### config.mk
export PLATFORM = sky130hd
export DESIGN_NAME = closed_walk_cycle_splitter_unit_flat
export DESIGN_NICKNAME = d
export VERILOG_FILES = /design/src/rtl/cwcs_pkg.sv /design/src/rtl/cwcs_if.sv /design/src/rtl/closed_walk_cycle_splitter_unit.sv /design/src/rtl/cwcs_ram.sv /design/src/flat_wrapper.sv
export SDC_FILE = /design/constraint.sdc
export NUM_CORES = 1
export LEC_CHECK = 0
export ABC_CLOCK_PERIOD_IN_PS = 3300
export BUFFER_PORTS_ARGS = -buffer_cell sky130_fd_sc_hd__buf_4
export CAP_MARGIN = 20
export CELL_PAD_IN_SITES_DETAIL_PLACEMENT = 0
export CELL_PAD_IN_SITES_GLOBAL_PLACEMENT = 1
export CORE_MARGIN = 1
export CORE_UTILIZATION = 30
export CTS_BUF_LIST = sky130_fd_sc_hd__clkbuf_4
export DETAILED_ROUTE_END_ITERATION = 10
export HOLD_SLACK_MARGIN = 0.15
export MAX_ROUTING_LAYER = met4
export PLACE_DENSITY_LB_ADDON = 0.1
export SLEW_MARGIN = 40
export SYNTH_ARGS = -nofsm -noshare
export SYNTH_HDL_FRONTEND = slang
export SYNTH_SLANG_ARGS = --single-unit
export TNS_END_PERCENT = 50
### constraint.sdc
create_clock -name clk -period 3.3 [get_ports clk]
set_input_delay 0.66 -clock clk [delete_from_list [all_inputs] [get_ports clk]]
set_output_delay 0.66 -clock clk [all_outputs]
set_load 0.02 [all_outputs]
### src/rtl/cwcs_pkg.sv
// shared constants for the closed walk cycle splitter
`timescale 1ns / 1ps
package cwcs_pkg;

	localparam int LABEL_W        = 4;
	localparam int NUM_LABELS_DEF = 12;

endpackage

### src/rtl/cwcs_if.sv
// walk input and triple output channel interfaces
`timescale 1ns / 1ps
interface cwcs_in_if
	import cwcs_pkg::*;
();
	logic               valid;
	logic               ready;
	logic [LABEL_W-1:0] label;
	logic               last;

	modport source (output valid, output label, output last, input ready);
	modport sink   (input valid, input label, input last, output ready);
endinterface

interface cwcs_out_if
	import cwcs_pkg::*;
();
	logic               valid;
	logic               ready;
	logic [LABEL_W-1:0] from_label;
	logic [LABEL_W-1:0] mid_label;
	logic [LABEL_W-1:0] next_label;
	logic               cycle_end;
	logic               walk_end;

	modport source (output valid, output from_label, output mid_label, output next_label,
		output cycle_end, output walk_end, input ready);
	modport sink   (input valid, input from_label, input mid_label, input next_label,
		input cycle_end, input walk_end, output ready);
endinterface

### src/rtl/closed_walk_cycle_splitter_unit.sv
// top level: splits a closed walk into simple cycles and emits (u,v,w) triples
// Labels arrive one per transaction on walk; a label not yet on the stack is
// pushed in the cycle it is accepted. A label already on the stack looks up
// its stack index, then streams the run of k members out of the label stack
// ram through its single read port, one read a cycle unless the output
// stalls, and delivers k triples at one a cycle while triple is ready. An
// item marked last is followed by a replay of the whole stack of depth d
// that yields the final cycle with walk_end on its last triple, after which
// the block is clear for the next walk. Out-of-range labels are dropped.
`timescale 1ns / 1ps
module closed_walk_cycle_splitter_unit
	import cwcs_pkg::*;
#(
	parameter int NUM_LABELS = NUM_LABELS_DEF
) (
	input  logic       clk,
	input  logic       arst_n,
	cwcs_in_if.sink    walk,
	cwcs_out_if.source triple
);

	localparam int IDX_W   = $clog2(NUM_LABELS);
	localparam int DEPTH_W = $clog2(NUM_LABELS + 1);
	localparam int CNT_W   = $clog2(NUM_LABELS + 3);

	typedef enum logic [1:0] {S_IDLE, S_POS, S_RUN, S_FINISH} state_t;

	state_t                 state_q;
	logic [DEPTH_W-1:0]     depth_q;
	logic [NUM_LABELS-1:0]  present_q;
	logic                   started_q;
	logic [LABEL_W-1:0]     label_q;
	logic                   last_q;
	logic                   replay_q;
	logic [DEPTH_W-1:0]     from_q;
	logic [CNT_W-1:0]       len_q;
	logic [DEPTH_W-1:0]     rd_addr_q;
	logic [CNT_W-1:0]       issued_q;
	logic [CNT_W-1:0]       consumed_q;
	logic                   fresh_s1;
	logic [LABEL_W-1:0]     win0_q;
	logic [LABEL_W-1:0]     win1_q;
	logic                   out_valid_q;
	logic [LABEL_W-1:0]     from_label_q;
	logic [LABEL_W-1:0]     mid_label_q;
	logic [LABEL_W-1:0]     next_label_q;
	logic                   cycle_end_q;
	logic                   walk_end_q;

	logic                   walk_acc;
	logic                   lbl_ok;
	logic [IDX_W-1:0]       in_idx;
	logic [IDX_W-1:0]       lbl_idx;
	logic                   in_present;
	logic                   push_now;
	logic                   out_free;
	logic                   consume;
	logic                   emit;
	logic                   run_done;
	logic                   issue;
	logic                   stk_we;
	logic [IDX_W-1:0]       stk_waddr;
	logic [LABEL_W-1:0]     stk_wdata;
	logic [LABEL_W-1:0]     stk_rdata;
	logic [IDX_W-1:0]       pos_waddr;
	logic [IDX_W-1:0]       pos_wdata;
	logic [IDX_W-1:0]       pos_rdata;

	assign walk.ready   = (state_q == S_IDLE);
	assign walk_acc     = walk.valid && walk.ready;
	assign lbl_ok       = 32'(walk.label) < NUM_LABELS;
	assign in_idx       = IDX_W'(walk.label);
	assign lbl_idx      = IDX_W'(label_q);
	assign in_present   = lbl_ok && present_q[in_idx];
	assign push_now     = walk_acc && lbl_ok && !present_q[in_idx]
		&& (depth_q < DEPTH_W'(NUM_LABELS));

	assign out_free = !out_valid_q || triple.ready;
	// first two reads of a run only prime the window
	assign consume  = (state_q == S_RUN) && fresh_s1
		&& ((consumed_q < CNT_W'(2)) || out_free);
	assign emit     = consume && (consumed_q >= CNT_W'(2));
	assign run_done = consume && (consumed_q == len_q + CNT_W'(1));
	assign issue    = (state_q == S_RUN) && (issued_q != len_q + CNT_W'(2))
		&& (!fresh_s1 || consume);

	// the only writes are pushes: on acceptance, or the cut label after a run
	assign stk_we    = push_now || (run_done && !replay_q);
	assign stk_waddr = push_now ? IDX_W'(depth_q) : IDX_W'(from_q);
	assign stk_wdata = push_now ? walk.label : label_q;
	assign pos_waddr = push_now ? in_idx : lbl_idx;
	assign pos_wdata = push_now ? IDX_W'(depth_q) : IDX_W'(from_q);

	cwcs_ram #(
		.WIDTH (LABEL_W),
		.DEPTH (NUM_LABELS)
	) u_stack_ram (
		.clk   (clk),
		.we    (stk_we),
		.waddr (stk_waddr),
		.wdata (stk_wdata),
		.re    (issue),
		.raddr (IDX_W'(rd_addr_q)),
		.rdata (stk_rdata)
	);

	cwcs_ram #(
		.WIDTH (IDX_W),
		.DEPTH (NUM_LABELS)
	) u_pos_ram (
		.clk   (clk),
		.we    (stk_we),
		.waddr (pos_waddr),
		.wdata (pos_wdata),
		.re    (walk_acc && lbl_ok),
		.raddr (in_idx),
		.rdata (pos_rdata)
	);

	assign triple.valid      = out_valid_q;
	assign triple.from_label = from_label_q;
	assign triple.mid_label  = mid_label_q;
	assign triple.next_label = next_label_q;
	assign triple.cycle_end  = cycle_end_q;
	assign triple.walk_end   = walk_end_q;

	always_ff @(posedge clk or negedge arst_n) begin
		if (!arst_n) begin
			state_q     <= S_IDLE;
			depth_q     <= '0;
			present_q   <= '0;
			started_q   <= 1'b0;
			replay_q    <= 1'b0;
			fresh_s1    <= 1'b0;
			issued_q    <= '0;
			consumed_q  <= '0;
			out_valid_q <= 1'b0;
		end else begin
			if (emit) begin
				out_valid_q  <= 1'b1;
				from_label_q <= win0_q;
				mid_label_q  <= win1_q;
				next_label_q <= stk_rdata;
				cycle_end_q  <= run_done;
				walk_end_q   <= run_done && replay_q;
			end else if (triple.ready) begin
				out_valid_q <= 1'b0;
			end

			if (issue) begin
				fresh_s1 <= 1'b1;
			end else if (consume) begin
				fresh_s1 <= 1'b0;
			end

			if (issue) begin
				issued_q <= issued_q + CNT_W'(1);
				// walk the run cyclically from its base
				if (rd_addr_q + DEPTH_W'(1) == depth_q) begin
					rd_addr_q <= from_q;
				end else begin
					rd_addr_q <= rd_addr_q + DEPTH_W'(1);
				end
			end

			if (consume) begin
				win0_q     <= win1_q;
				win1_q     <= stk_rdata;
				consumed_q <= consumed_q + CNT_W'(1);
				// members of the run leave the stack as they are read
				if (consumed_q < len_q) begin
					present_q[IDX_W'(stk_rdata)] <= 1'b0;
				end
			end

			case (state_q)
				S_IDLE: begin
					if (walk_acc) begin
						label_q  <= walk.label;
						last_q   <= walk.last;
						replay_q <= 1'b0;
						if (lbl_ok) begin
							started_q <= 1'b1;
						end
						if (in_present) begin
							state_q <= S_POS;
						end else begin
							if (push_now) begin
								present_q[in_idx] <= 1'b1;
								depth_q           <= depth_q + DEPTH_W'(1);
							end
							state_q <= walk.last ? S_FINISH : S_IDLE;
						end
					end
				end
				S_POS: begin
					from_q     <= DEPTH_W'(pos_rdata);
					rd_addr_q  <= DEPTH_W'(pos_rdata);
					len_q      <= CNT_W'(depth_q - DEPTH_W'(pos_rdata));
					issued_q   <= '0;
					consumed_q <= '0;
					state_q    <= S_RUN;
				end
				S_FINISH: begin
					// the first label always sits at the stack base
					if (started_q && (depth_q != '0)) begin
						from_q     <= '0;
						rd_addr_q  <= '0;
						len_q      <= CNT_W'(depth_q);
						issued_q   <= '0;
						consumed_q <= '0;
						replay_q   <= 1'b1;
						state_q    <= S_RUN;
					end else begin
						depth_q   <= '0;
						present_q <= '0;
						started_q <= 1'b0;
						state_q   <= S_IDLE;
					end
				end
				S_RUN: begin
					if (run_done) begin
						if (replay_q) begin
							depth_q   <= '0;
							present_q <= '0;
							started_q <= 1'b0;
							state_q   <= S_IDLE;
						end else begin
							// cut vertex goes back on at the run base
							present_q[lbl_idx] <= 1'b1;
							depth_q            <= from_q + DEPTH_W'(1);
							state_q            <= last_q ? S_FINISH : S_IDLE;
						end
					end
				end
				default: begin
					state_q <= S_IDLE;
				end
			endcase
		end
	end

endmodule

### src/rtl/cwcs_ram.sv
// generic single write, single read ram with registered read data
`timescale 1ns / 1ps
module cwcs_ram #(
	parameter int WIDTH = 4,
	parameter int DEPTH = 12,
	localparam int AW   = $clog2(DEPTH)
) (
	input  logic             clk,
	input  logic             we,
	input  logic [AW-1:0]    waddr,
	input  logic [WIDTH-1:0] wdata,
	input  logic             re,
	input  logic [AW-1:0]    raddr,
	output logic [WIDTH-1:0] rdata
);

	logic [WIDTH-1:0] mem [DEPTH];

	always_ff @(posedge clk) begin
		if (we) begin
			mem[waddr] <= wdata;
		end
		if (re) begin
			rdata <= mem[raddr];
		end
	end

endmodule
### src/flat_wrapper.sv
// flat-port wrapper written by rule: the top's interface ports become plain ports
module closed_walk_cycle_splitter_unit_flat import cwcs_pkg::*;
#(
	parameter int NUM_LABELS = NUM_LABELS_DEF
)
  (clk, arst_n, walk_valid, walk_label, walk_last, walk_ready, triple_valid, triple_from_label, triple_mid_label, triple_next_label, triple_cycle_end, triple_walk_end, triple_ready);
  cwcs_in_if walk_i ();
  cwcs_out_if triple_i ();
  input  logic clk;
  input  logic arst_n;
  input wire logic [$bits(walk_i.valid)-1:0] walk_valid;
  input wire logic [$bits(walk_i.label)-1:0] walk_label;
  input wire logic [$bits(walk_i.last)-1:0] walk_last;
  output wire logic [$bits(walk_i.ready)-1:0] walk_ready;
  output wire logic [$bits(triple_i.valid)-1:0] triple_valid;
  output wire logic [$bits(triple_i.from_label)-1:0] triple_from_label;
  output wire logic [$bits(triple_i.mid_label)-1:0] triple_mid_label;
  output wire logic [$bits(triple_i.next_label)-1:0] triple_next_label;
  output wire logic [$bits(triple_i.cycle_end)-1:0] triple_cycle_end;
  output wire logic [$bits(triple_i.walk_end)-1:0] triple_walk_end;
  input wire logic [$bits(triple_i.ready)-1:0] triple_ready;
  assign walk_i.valid = walk_valid;
  assign walk_i.label = walk_label;
  assign walk_i.last = walk_last;
  assign walk_ready = walk_i.ready;
  assign triple_valid = triple_i.valid;
  assign triple_from_label = triple_i.from_label;
  assign triple_mid_label = triple_i.mid_label;
  assign triple_next_label = triple_i.next_label;
  assign triple_cycle_end = triple_i.cycle_end;
  assign triple_walk_end = triple_i.walk_end;
  assign triple_i.ready = triple_ready;
  closed_walk_cycle_splitter_unit #(.NUM_LABELS(NUM_LABELS)) u_core (.clk(clk), .arst_n(arst_n), .walk(walk_i), .triple(triple_i));
endmodule
After elaboration in Yosys (flattened, before gate mapping)

Memory sizes are Yosys's and may differ from the RTL's. A register that Yosys moved wholly into a read port is not among the register bits.
Index checks and enable logic that the tools add are counted.

Register bits after elaboration: 69
Memory bits (writable): 96
Input bits: 9
Output and inout bits: 16
Memories: 2

Add/subtract/negate cells: 8
$lt $le $gt $ge: 11
Equality and inequality tests: 14
Multiplexer cells: 63
Bitwise logic cells: 4
Reductions and logical operators: 40

Memories:

| memory                 | depth | width | rd ports | clocked after memory_dff | write ports | line           | source |
|---|---|---|---|---|---|---|---|
| u_core.u_pos_ram.mem   | 12    | 4     | 1        | 1                        | 1           | cwcs_ram.sv:17 | `logic [WIDTH-1:0] mem [DEPTH];` |
| u_core.u_stack_ram.mem | 12    | 4     | 1        | 1                        | 1           | cwcs_ram.sv:17 |  |

Operator list:

| cell                  | count |
|---|---|
| $mux W12              | 8 |
| $mux W4               | 17 |
| $pmux W4 S2           | 5 |
| $pmux W12 S3          | 1 |
| $add A4 B1 Y4 const B | 6 |
| $or A12 B12 Y12       | 2 |
| $logic_and A1 B1 Y1   | 17 |
| $mux W1               | 17 |
| $lt A4 B5 Y1 const B  | 3 |
| $mux W2               | 7 |
| $and A12 B12 Y12      | 1 |
| $demux W1 S4          | 3 |
| $ge A4 B1 Y1 const B  | 3 |
| $not A12 Y12          | 1 |
| $pmux W4 S3           | 1 |
| $reduce_and A6 Y1     | 2 |
| $ne A2 B2 Y1 const B  | 5 |
| $reduce_and A3 Y1     | 3 |
| $eq A4 B4 Y1          | 2 |
| $lt A4 B4 Y1 const B  | 2 |
| $pmux W2 S4           | 1 |
| $reduce_bool A2 Y1    | 4 |
| $ne A2 B1 Y1 const B  | 3 |
| $reduce_and A2 Y1     | 3 |
| other kinds (16)      | 23 |

Longest topological paths before layout

Gate-level depths: netlist of the first run.

Word-level depth: 13
Depth in mapped cells: 9

Hierarchy

A second synthesis of the first run with hierarchy kept.

Cells, all modules: 557
Area, all modules: 7945.1 um2

Modules (own cells, without submodules):

| module                          | times used | cells each | area each (um2) |
|---|---|---|---|
| cwcs_ram                        | 2          | 101        | 2053.2 |
| closed_walk_cycle_splitter_unit | 1          | 355        | 3838.7 |

Worst setup path after synthesis of the first run

No wires, ideal clock.

Path kind: input port to flip-flop
Start: input port walk_label[0]
End: memory u_core.u_pos_ram.mem[0][1] (data pin)
Setup time: 299 ps
Arrival time: 2381 ps
Data required time: 3001 ps
Path slack: 620 ps
Cell stages on the path: 6
Buffers on the path: 2
Path through: buf_6 > mux4_2 > o21ai_2 > nand4_4 > clkbuf_1 > o21ai_0

Cells in the longest elaborated chain, start to end: 6

RTL lines:

| what                          | line                                  | source |
|---|---|---|
| from (decl)                   | flat_wrapper.sv:12                    | `input wire logic [$bits(walk_i.label)-1:0] walk_label;` |
| $bmux W1 S4                   | closed_walk_cycle_splitter_unit.sv:75 | `assign push_now = walk_acc && lbl_ok && !present_q[in_idx]` |
| $mux W1 (implied by the code) | closed_walk_cycle_splitter_unit.sv:75 |  |
| $logic_not A1 Y1              | closed_walk_cycle_splitter_unit.sv:75 |  |
| $logic_and A1 B1 Y1 *         | closed_walk_cycle_splitter_unit.sv:75 |  |
| $logic_and A1 B1 Y1 *         | closed_walk_cycle_splitter_unit.sv:76 | `&& (depth_q < DEPTH_W'(NUM_LABELS));` |
| $mux W4 *                     | closed_walk_cycle_splitter_unit.sv:92 | `assign pos_wdata = push_now ? IDX_W'(depth_q) : IDX_W'(from_q);` |
| via u_core.pos_wdata[1]       | closed_walk_cycle_splitter_unit.sv:66 | `logic [IDX_W-1:0] pos_wdata;` |
| to (decl)                     | cwcs_ram.sv:17                        |  |

The timed path passes the listed nets; every way through them passes the cells marked *. The select of a mux whose other input is x is not followed.

Worst setup path in the final report of the first run

Start: register u_core.state_q[0]
End: memory u_core.u_stack_ram.mem[6][1], enable pin

Cells in the longest elaborated chain, start to end: 8

RTL lines:

| what                                                    | line                                                                         | source |
|---|---|---|
| from (decl)                                             | closed_walk_cycle_splitter_unit.sv:28                                        | `state_t state_q;` |
| from (signal assigned)                                  | closed_walk_cycle_splitter_unit.sv:192                                       | `state_q <= walk.last ? S_FINISH : S_IDLE;` |
| from (signal assigned)                                  | closed_walk_cycle_splitter_unit.sv:232                                       | `state_q <= last_q ? S_FINISH : S_IDLE;` |
| $eq A2 B2 Y1 / $logic_not A2 Y1 (equally long branches) | closed_walk_cycle_splitter_unit.sv:80, closed_walk_cycle_splitter_unit.sv:69 |  |
| $logic_and A1 B1 Y1, on equally long branches           | closed_walk_cycle_splitter_unit.sv:80, closed_walk_cycle_splitter_unit.sv:70 |  |
| $logic_and A1 B1 Y1, on equally long branches           | closed_walk_cycle_splitter_unit.sv:81, closed_walk_cycle_splitter_unit.sv:75 |  |
| $logic_and A1 B1 Y1, on equally long branches           | closed_walk_cycle_splitter_unit.sv:83, closed_walk_cycle_splitter_unit.sv:75 |  |
| $logic_and A1 B1 Y1, on equally long branches           | closed_walk_cycle_splitter_unit.sv:88, closed_walk_cycle_splitter_unit.sv:76 |  |
| $logic_or A1 B1 Y1                                      | closed_walk_cycle_splitter_unit.sv:88                                        | `assign stk_we = push_now \|\| (run_done && !replay_q);` |
| $mux W1                                                 | cwcs_ram.sv:20                                                               | `if (we) begin` |
| $mux W1 (implied by the code)                           | cwcs_ram.sv:21                                                               | `mem[waddr] <= wdata;` |
| to (decl)                                               | cwcs_ram.sv:17                                                               |  |

Parallel ways exist; a longest one is shown, timed or not.

==> results of run 1 <==
-- cells by family after synthesis --
group                      count (synthesis)
and+or+nand+nor                          176
DFF                                      173
AOI/OAI and AO/OA                        103
muxes                                     49
buffers and inverters                     46
xor gates and xnor gates                  25
adders and majority gates                 17
-- report_power, final --
group          total, mW  internal [mW]  switching [mW]
sequential          3.26           2.89           0.363
combinational       2.64           1.09            1.55
clock               1.28          0.417           0.859
-- path summary, 6_finish.rpt --
| check | startpoint | endpoint | slack, ps | depth (start not counted) |
|---|---|---|---|---|
| setup / recovery | u_core.state_q[0]$_DFFE_PN0P_ | u_core.u_stack_ram.mem[6][1]$_DFFE_PP_ | 570 | 5 |
| hold / removal | walk_last | u_core.last_q$_DFFE_PP_ | 290 | 1 |
| setup reg to reg | u_core.state_q[0]$_DFFE_PN0P_ | u_core.u_stack_ram.mem[6][1]$_DFFE_PP_ | 570 | 5 |
| hold reg to reg | u_core.win1_q[2]$_DFFE_PP_ | u_core.win0_q[2]$_DFFE_PP_ | 440 | 0 |
| max in group asynchronous | arst_n | u_core.depth_q[1]$_DFFE_PN0P_ | 2230 | 3 |
| min in group asynchronous | arst_n | u_core.consumed_q[0]$_DFF_PN0_ | 670 | 3 |
-- layer usage --
metal | GRT usage [%] | up-vias
li1 | - | 2391
met1 | 22.0 | 2662
met2 | 26.9 | 99
met3 | 3.13 | 20
met4 | 4.47 | 0
met5 | - | -
-- placed cells by master, fill, tap and decap left out, drive strengths merged, types with 6 or more instances in the layout --
master / instances
edfxtp: 143
xnor2: 11
a21oi: 6
mux2i: 17
nor4: 8
dfrtp: 30
mux4: 27
xor2: 11
buf: 54
o22ai: 9
nand4: 7
o21ai: 28
inv: 29
nor3: 10
nor2: 35
nand3: 19
ha: 16
nor2b: 10
and2: 7
nand2b: 13
nand2: 41
clkbuf: 17
a31o: 7
or3: 7
-- through the flow --
step | setup slack, ps | instances
2_1_floorplan | 620 | 589
4_1_cts | 575 | 993
6_report | 570 | 994
3_3_place_gp | 301 | 960
3_5_place_dp | 263 | 960
5_1_grt | 406 | 994
-- final cells by class --
type | instances | area, µm² | area share [%]
Antenna cell | 1 | 2.50 | 0.0269
Clock buffer | 17 | 128 | 1.37
Clock inverter | 15 | 169 | 1.81
Inverter | 22 | 82.6 | 0.887
Tap cell | 341 | 427 | 4.58
Timing Repair Buffer | 55 | 415 | 4.46
Sequential cell | 173 | 5040 | 54.2
Multi-Input combinational cell | 370 | 3040 | 32.7
==> results.md, run 1 <==
* Run status: finished, final reports clean
* CP top delay family: simple AND/OR/NAND/NOR gates
* WL met1 at 10.1 mm
* Filler instances at 2,641
* Clock transition at the registers of the reported paths at 180 ps
* Boundary pin count at 25
* Total negative setup slack at 0 ps
* Initial antenna violation count at 1
* Crit path time final at 2730 ps
* Met2 wire len at 10.5 mm
* Required time at the worst-slack endpoint at 3520 ps
* Die ar. at 0.0283 mm²
* Post-synthesis sequential area ratio at 60.9%
* Number of instances resized during post-cts repair at 0
* Number of synthesized register bits at 173
* Net count after synthesis at 615
* Final HPWL DP at 16.2 mm
* Count of buffer and inverter cells on the critical path at 0
* Number of placement rows at 60
* Average cell area after synthesis at 14.1 µm²
* Die Span X at 168 µm
* Number of synthesized flops with an enable pin at 143
* Post-detailed-route DRC marker count at 0
* Post-synth top flop: sky130_fd_sc_hd__edfxtp_1
* Max stage delay on crit path at 520 ps
* Netlist area before placement at 0.00828 mm²
* Synth Area in Compound Gates at 9.62%
* Share of the synthesized area in the top cell type at 51.9%
* Fraction of registers with async set or reset after synthesis at 17.3%
* Met3 routed WL at 794 µm
* Remaining global-route overflow at 0
* Yosys warns at 0
* Number of port buffers at 24
* CTS Buf Count at 17
* Dominant cells by area after synthesis: sky130_fd_sc_hd__edfxtp_1 52%, sky130_fd_sc_hd__dfrtp_1 9.1%, sky130_fd_sc_hd__mux4_2 7.3%
* Placed cell areas at 0.00900 mm²
* Total routing resource utilization after global routing at 16.8%
* Main combinational cell family by area after synthesis: simple AND/OR/NAND/NOR gates
* Hold Vio Cnt, Final at 0
* P&R area growth vs syn at 12.4%
* Nature of the critical path endpoint: flop
* Post-CTS Hold Buffers at 1
* Final count of pins violating max slew at 0
* Number of clock sinks at 173
* Highest achievable clock rate at 366 MHz
* Setup repair after global routing missed its margin: false
* Drt via density at 5.20
* Transition time at the pin with the least slew margin at 749 ps
* Number of unique standard cell types used by synthesis at 73
* Ratio of final minimum period to clock period at 82.7%
* Standard cell core area at 0.0270 mm²
* Portion of netlist area occupied by mux cells at 10.1%
* Total number of vias at 5,172
* CTS H-tree lvls at 4
* Bufs on Longest Clock Path at 2
* Initial Util at 30.6%
* Maximum vdd ir drop at 233 µV
* Vias in the first global route at 5,399
* Wirelength per Cell at 22.0 µm
* Most common cell in the netlist: sky130_fd_sc_hd__edfxtp_1
* Leak pwr at 3.33 nW
* Hold Crit Class: in2reg
* Final setup vio count at 0
* Global-route wire length before repair at 33.8 mm
* Post-layout total power at 7.17 mW
* Rel. slew slack at 49.9%
* Post-Synthesis Cells at 589
* Number of max-cap violations at 0
* Later-pin clock latency in the skew report at 580 ps
* Synthesized-area fraction occupied by xor and xnor cells at 3.32%
* Hold Slack at 289 ps
* Number of violations reported at the end of detailed-routing iteration 0 at 402
* Layout cell share with drive strength beyond 1 at 20.6%
* Worst endpoint data arrival time at 2950 ps
* Worst clock skew at 31.3 ps
* 1st-pass router iterations at 4
* Post-route cell area at 0.00931 mm²
* Critical path launch point type: flop
* Crit-path cells: or3b_1 > a311oi_2 > nand4_4 > or2_1 > o22ai_1
* Number of nets with antenna violations after detailed routing at 0
* Buffers inserted by post-CTS timing repair at 0
* Clk Tree Root Cell: sky130_fd_sc_hd__clkbuf_4
* Final standard cell utilization of the core at 34.5%
* CTS tree: yes
* Pin count of the biggest net entering global routing at 35
* Type of the setup path with the least slack: reg2reg
* Highest layer used for signal routing: met4
* Total power density per cell area at 770 mW/mm²
* Synthesized-area fraction occupied by and/or/nand/nor cells at 11.1%
* Most frequent cells after synthesis: 143 x sky130_fd_sc_hd__edfxtp_1, 41 x sky130_fd_sc_hd__nand2_1, 35 x sky130_fd_sc_hd__nor2_1, 30 x sky130_fd_sc_hd__dfrtp_1, 27 x sky130_fd_sc_hd__mux4_2
* Cell with the largest stage delay on the worst path: sky130_fd_sc_hd__or3b_1
* Cell type with the highest aggregate area in the netlist: sky130_fd_sc_hd__edfxtp_1
* Biggest fanout along the worst timing path at 13
* Floorplan die height at 168 µm
* Registers with the most flip-flops: u_core.u_pos_ram.mem: 48 flops, u_core.u_stack_ram.mem: 48 flops, u_core.present_q: 12 flops
* Adder and majority gate portion of the synthesized area at 2.66%
* Routability Congestion at 0.846
* Final-stage net count at 665
* Post-Route WL at 21.8 mm
No activity file was read; power rests on OpenSTA's default activity.
==> inputs of run 2 (changes only) <==
--- a/config.mk
+++ b/config.mk
@@ -5,7 +5,8 @@
 export SDC_FILE = /design/constraint.sdc
 export NUM_CORES = 1
 export LEC_CHECK = 0
-export ABC_CLOCK_PERIOD_IN_PS = 3300
+export ABC_AREA = 1
+export ABC_CLOCK_PERIOD_IN_PS = 2200
 export BUFFER_PORTS_ARGS = -buffer_cell sky130_fd_sc_hd__buf_4
 export CAP_MARGIN = 20
 export CELL_PAD_IN_SITES_DETAIL_PLACEMENT = 0
==> constraint.sdc (replaced) <==
create_clock -name clk -period 2.2 [get_ports clk]
set_input_delay 0.44 -clock clk [delete_from_list [all_inputs] [get_ports clk]]
set_output_delay 0.44 -clock clk [all_outputs]
set_load 0.02 [all_outputs]
==> run 2 against run 1 <==
Net effect: the flow now finishes with violations (negative setup slack); critical path depth up 6; synthesized cell count up 37%; register-to-register slack worse by 610 ps; global-route usage up 1.4 points; cell count up 31%; worst hold slack worse by 84 ps; non-clock buffer count up 87; wire length up 8.8%; first-iteration DRC count up 15%; largest power group is now combinational logic; highest routed layer unchanged.
==> results.md, run 2 <==
* Highest achievable clock rate at 447 MHz (+22%)
* Die Span X at 167 µm (-0.57%)
* Maximum vdd ir drop at 394 µV (+69%)
* Type of the setup path with the least slack: reg2reg
* Global-route wire length before repair at 37.0 mm (+9.7%)
* CTS Buf Count at 17 (unchanged)
* Post-synth top flop: sky130_fd_sc_hd__edfxtp_1
* Required time at the worst-slack endpoint at 2520 ps (-1000 ps)
* Worst endpoint data arrival time at 2550 ps (-400 ps)
* Leading cell types in the layout, fill and taps excluded: 161 x sky130_fd_sc_hd__nand2_1, 143 x sky130_fd_sc_hd__edfxtp_1, 130 x sky130_fd_sc_hd__buf_4, 75 x sky130_fd_sc_hd__inv_1, 69 x sky130_fd_sc_hd__nor2_1
* Remaining global-route overflow at 0 (unchanged)
* Rel. slew slack at 65.3% (+15 points)
* Multi-input gate area at 0.00295 mm² (-3.0%)
* Pin count of the biggest net entering global routing at 35 (unchanged)
* Number of synthesized register bits at 173 (unchanged)
* Number of unique standard cell types used by synthesis at 41 (-44%)
* Number of nets with antenna violations after detailed routing at 0 (unchanged)
* Most common cell in the netlist: sky130_fd_sc_hd__nand2_1
* Total routing resource utilization after global routing at 18.3% (+1.4 points)
* Setup repair after global routing missed its margin: true
* Post-layout total power at 11.4 mW (+60%)
* Filler instances at 2,727 (+3.3%)
* Run status: finished, violations left
* Total number of vias at 6,300 (+22%)
* WL met1 at 11.5 mm (+14%)
* Placed cell areas at 0.00956 mm² (+6.2%)
* Leak pwr at 4.15 nW (+24%)
* Later-pin clock latency in the skew report at 580 ps (about the same)
* Number of clock sinks at 173 (unchanged)
* Place WS at -231 ps (-494 ps)
* Floorplan die height at 167 µm (-0.57%)
* Nature of the critical path endpoint: flop
* Failing checks: negative setup slack
* Share of the synthesized area in the top cell type at 52.5% (+0.60 points)
* Final count of pins violating max slew at 0 (unchanged)
* Cell type with the highest aggregate area in the netlist: sky130_fd_sc_hd__edfxtp_1
* Hold Vio Cnt, Final at 0 (unchanged)
* Registers with the most flip-flops: u_core.u_pos_ram.mem: 48 flops, u_core.u_stack_ram.mem: 48 flops, u_core.present_q: 12 flops
* Crit path time final at 2240 ps (-493 ps)
* Number of port buffers at 24 (unchanged)
* Critical path launch point type: flop
* Bufs on Longest Clock Path at 2 (unchanged)
* Vias in the first global route at 6,364 (+18%)
* Boundary pin count at 25 (unchanged)
* Hold Crit Class: in2reg
* Commonest non-fill, non-tap cell in the layout: sky130_fd_sc_hd__nand2_1
* Fraction of registers with async set or reset after synthesis at 17.3% (unchanged)
* FF+latch area at 0.00504 mm² (unchanged)
* Post-detailed-route DRC marker count at 0 (unchanged)
* Ratio of final minimum period to clock period at 102% (+19 points)
* Yosys warns at 0 (unchanged)
* Final critical-path setup slack at -36.9 ps (-607 ps)
* Post-synthesis sequential area ratio at 61.6% (+0.71 points)
* Post-Synthesis Cells at 804 (+37%)
* Final HPWL DP at 18.3 mm (+13%)
* Number of placement rows at 60 (unchanged)
* Wirelength per Cell at 18.3 µm (-17%)
* Net count after synthesis at 830 (+35%)
* Number of synthesized flops with an enable pin at 143 (unchanged)
* Total power density per cell area at 1130 mW/mm² (+47%)
* Drt via density at 4.85 (-6.7%)
* Routability Congestion at 0.862 (+1.9%)
* Average cell area after synthesis at 10.2 µm² (-28%)
* Layout cell share with drive strength beyond 1 at 24.6% (+4.1 points)
* Post-route cell area at 0.0101 mm² (+8.8%)
* Initial Util at 30.5% (-0.18 points)
* Final setup vio count at 13 (+13)
* Die ar. at 0.0280 mm² (-1.1%)
* Total negative setup slack at -219 ps (-219 ps)
* 1st-pass router iterations at 7 (+3)
* P&R area growth vs syn at 23.8%
* CTS tree: yes
* Worst clock skew at 38.8 ps (+7.46 ps)
* Clk Tree Root Cell: sky130_fd_sc_hd__clkbuf_4
* Most frequent cells after synthesis: 177 x sky130_fd_sc_hd__nand2_1, 143 x sky130_fd_sc_hd__edfxtp_1, 84 x sky130_fd_sc_hd__nor2_1, 77 x sky130_fd_sc_hd__inv_1, 66 x sky130_fd_sc_hd__nand3_1
* Standard cell core area at 0.0269 mm² (-0.56%)
* Post-Route WL at 23.8 mm (+8.8%)
* Initial antenna violation count at 1 (unchanged)
* Biggest fanout along the worst timing path at 5 (-8)
* Netlist area before placement at 0.00819 mm² (-1.1%)
* Number of max-cap violations at 0 (unchanged)
* Clock transition at the registers of the reported paths at 160 ps (-20 ps)
* Final standard cell utilization of the core at 37.7% (+3.2 points)
* Met3 routed WL at 960 µm (+21%)
* Highest layer used for signal routing: met4
* Transition time at the pin with the least slew margin at 517 ps (-232 ps)
* Final-stage net count at 968 (+46%)
* Number of violations reported at the end of detailed-routing iteration 0 at 461 (+15%)
* CTS H-tree lvls at 4 (unchanged)
* Met2 wire len at 11.0 mm (+4.3%)
* Dominant cells by area after synthesis: sky130_fd_sc_hd__edfxtp_1 52%, sky130_fd_sc_hd__dfrtp_1 9.2%, sky130_fd_sc_hd__nand2_1 8.1%
run 2: cell types whose count changed after synthesis, sizes merged, moves of 23 or more:
cell,before,now
nand2,41,180
inv,20,80
nor2,35,91
nand3,19,66
a21oi,6,34
mux4,27,0
a22oi,1,24
run 2: power breakdown:
group,total (mW),internal (mW),switching [mW],leakage [nW]
clock,1.80,0.511,1.29,0.146
sequential,4.75,4.31,0.443,1.68
combinational,4.89,1.78,3.11,2.32
run 2: critical path, cell delays in order, from the launching register on:
cell	delay, ps
sky130_fd_sc_hd__edfxtp_1	480
sky130_fd_sc_hd__ha_4	200
sky130_fd_sc_hd__or2_4	250
sky130_fd_sc_hd__nand3_4	70
sky130_fd_sc_hd__nand2_2	60
sky130_fd_sc_hd__nor2_2	90
sky130_fd_sc_hd__nand2_2	100
sky130_fd_sc_hd__o21ai_2	140
sky130_fd_sc_hd__buf_6	170
sky130_fd_sc_hd__nand3_4	150
sky130_fd_sc_hd__nor2_1	140
sky130_fd_sc_hd__buf_4	140
run 2: path summary, 6_finish.rpt:
check                                           startpoint                                      end  slack, ps  cells past startpoint
worst max-delay path             u_core.len_q[0]$_DFFE_PP_  u_core.u_stack_ram.mem[11][2]$_DFFE_PP_        -40                     11
worst min-delay path                         walk_label[3]              u_core.label_q[3]$_DFFE_PP_        200                      2
worst max register to register   u_core.len_q[0]$_DFFE_PP_  u_core.u_stack_ram.mem[11][2]$_DFFE_PP_        -40                     11
worst min register to register  u_core.win0_q[0]$_DFFE_PP_    u_core.triple.from_label[0]$_DFFE_PP_        440                      0
max in group asynchronous                           arst_n            u_core.present_q[8]$_DFF_PN0_       1390                      3
min in group asynchronous                           arst_n              u_core.fresh_s1$_DFFE_PN0P_        450                      3
run 2: per-layer routing:
metal	track usage, %	up-vias
li1	-	3063
met1	24.4	3074
met2	28.7	144
met3	3.36	19
met4	4.51	0
met5	-	-
run 2: kinds of logic (layout without fill, tap and decap cells):
group,after synthesis,after routing,share of synthesized area [%]
compound gates,140,140,10.1
xor+xnor,13,13,1.39
fa+ha+maj,17,17,2.69
buf+inv,105,256,5.26
flops,173,173,61.6
other cells,0,2,0
simple gates,356,356,18.9
run 2: through the flow:
stage / cells / hold slack (ps)
finish: 1298 / 204
global route: 1298 / 162
CTS: 1300 / 155
detailed placement: 1262 / 405
global placement: 1262 / 406
floorplan: 804 / 144
run 2: cell type report:
type	instances	share of cell area [%]
sequential	173	49.8
multi-input combinational	526	29.1
antenna	2	0.0494
timing repair buffer	142	11.0
inverter	82	3.05
tap	341	4.21
clock inverter	15	1.49
clock buffer	17	1.26
run 2: repair_timing:
action	in CTS	in global routing
gates cloned	0	0
pin swaps	12	17
gates resized for setup	28	43
hold endpoints to repair	33	0
setup endpoints to repair	110	117
buffers inserted	4	0
hold buffers	3	0
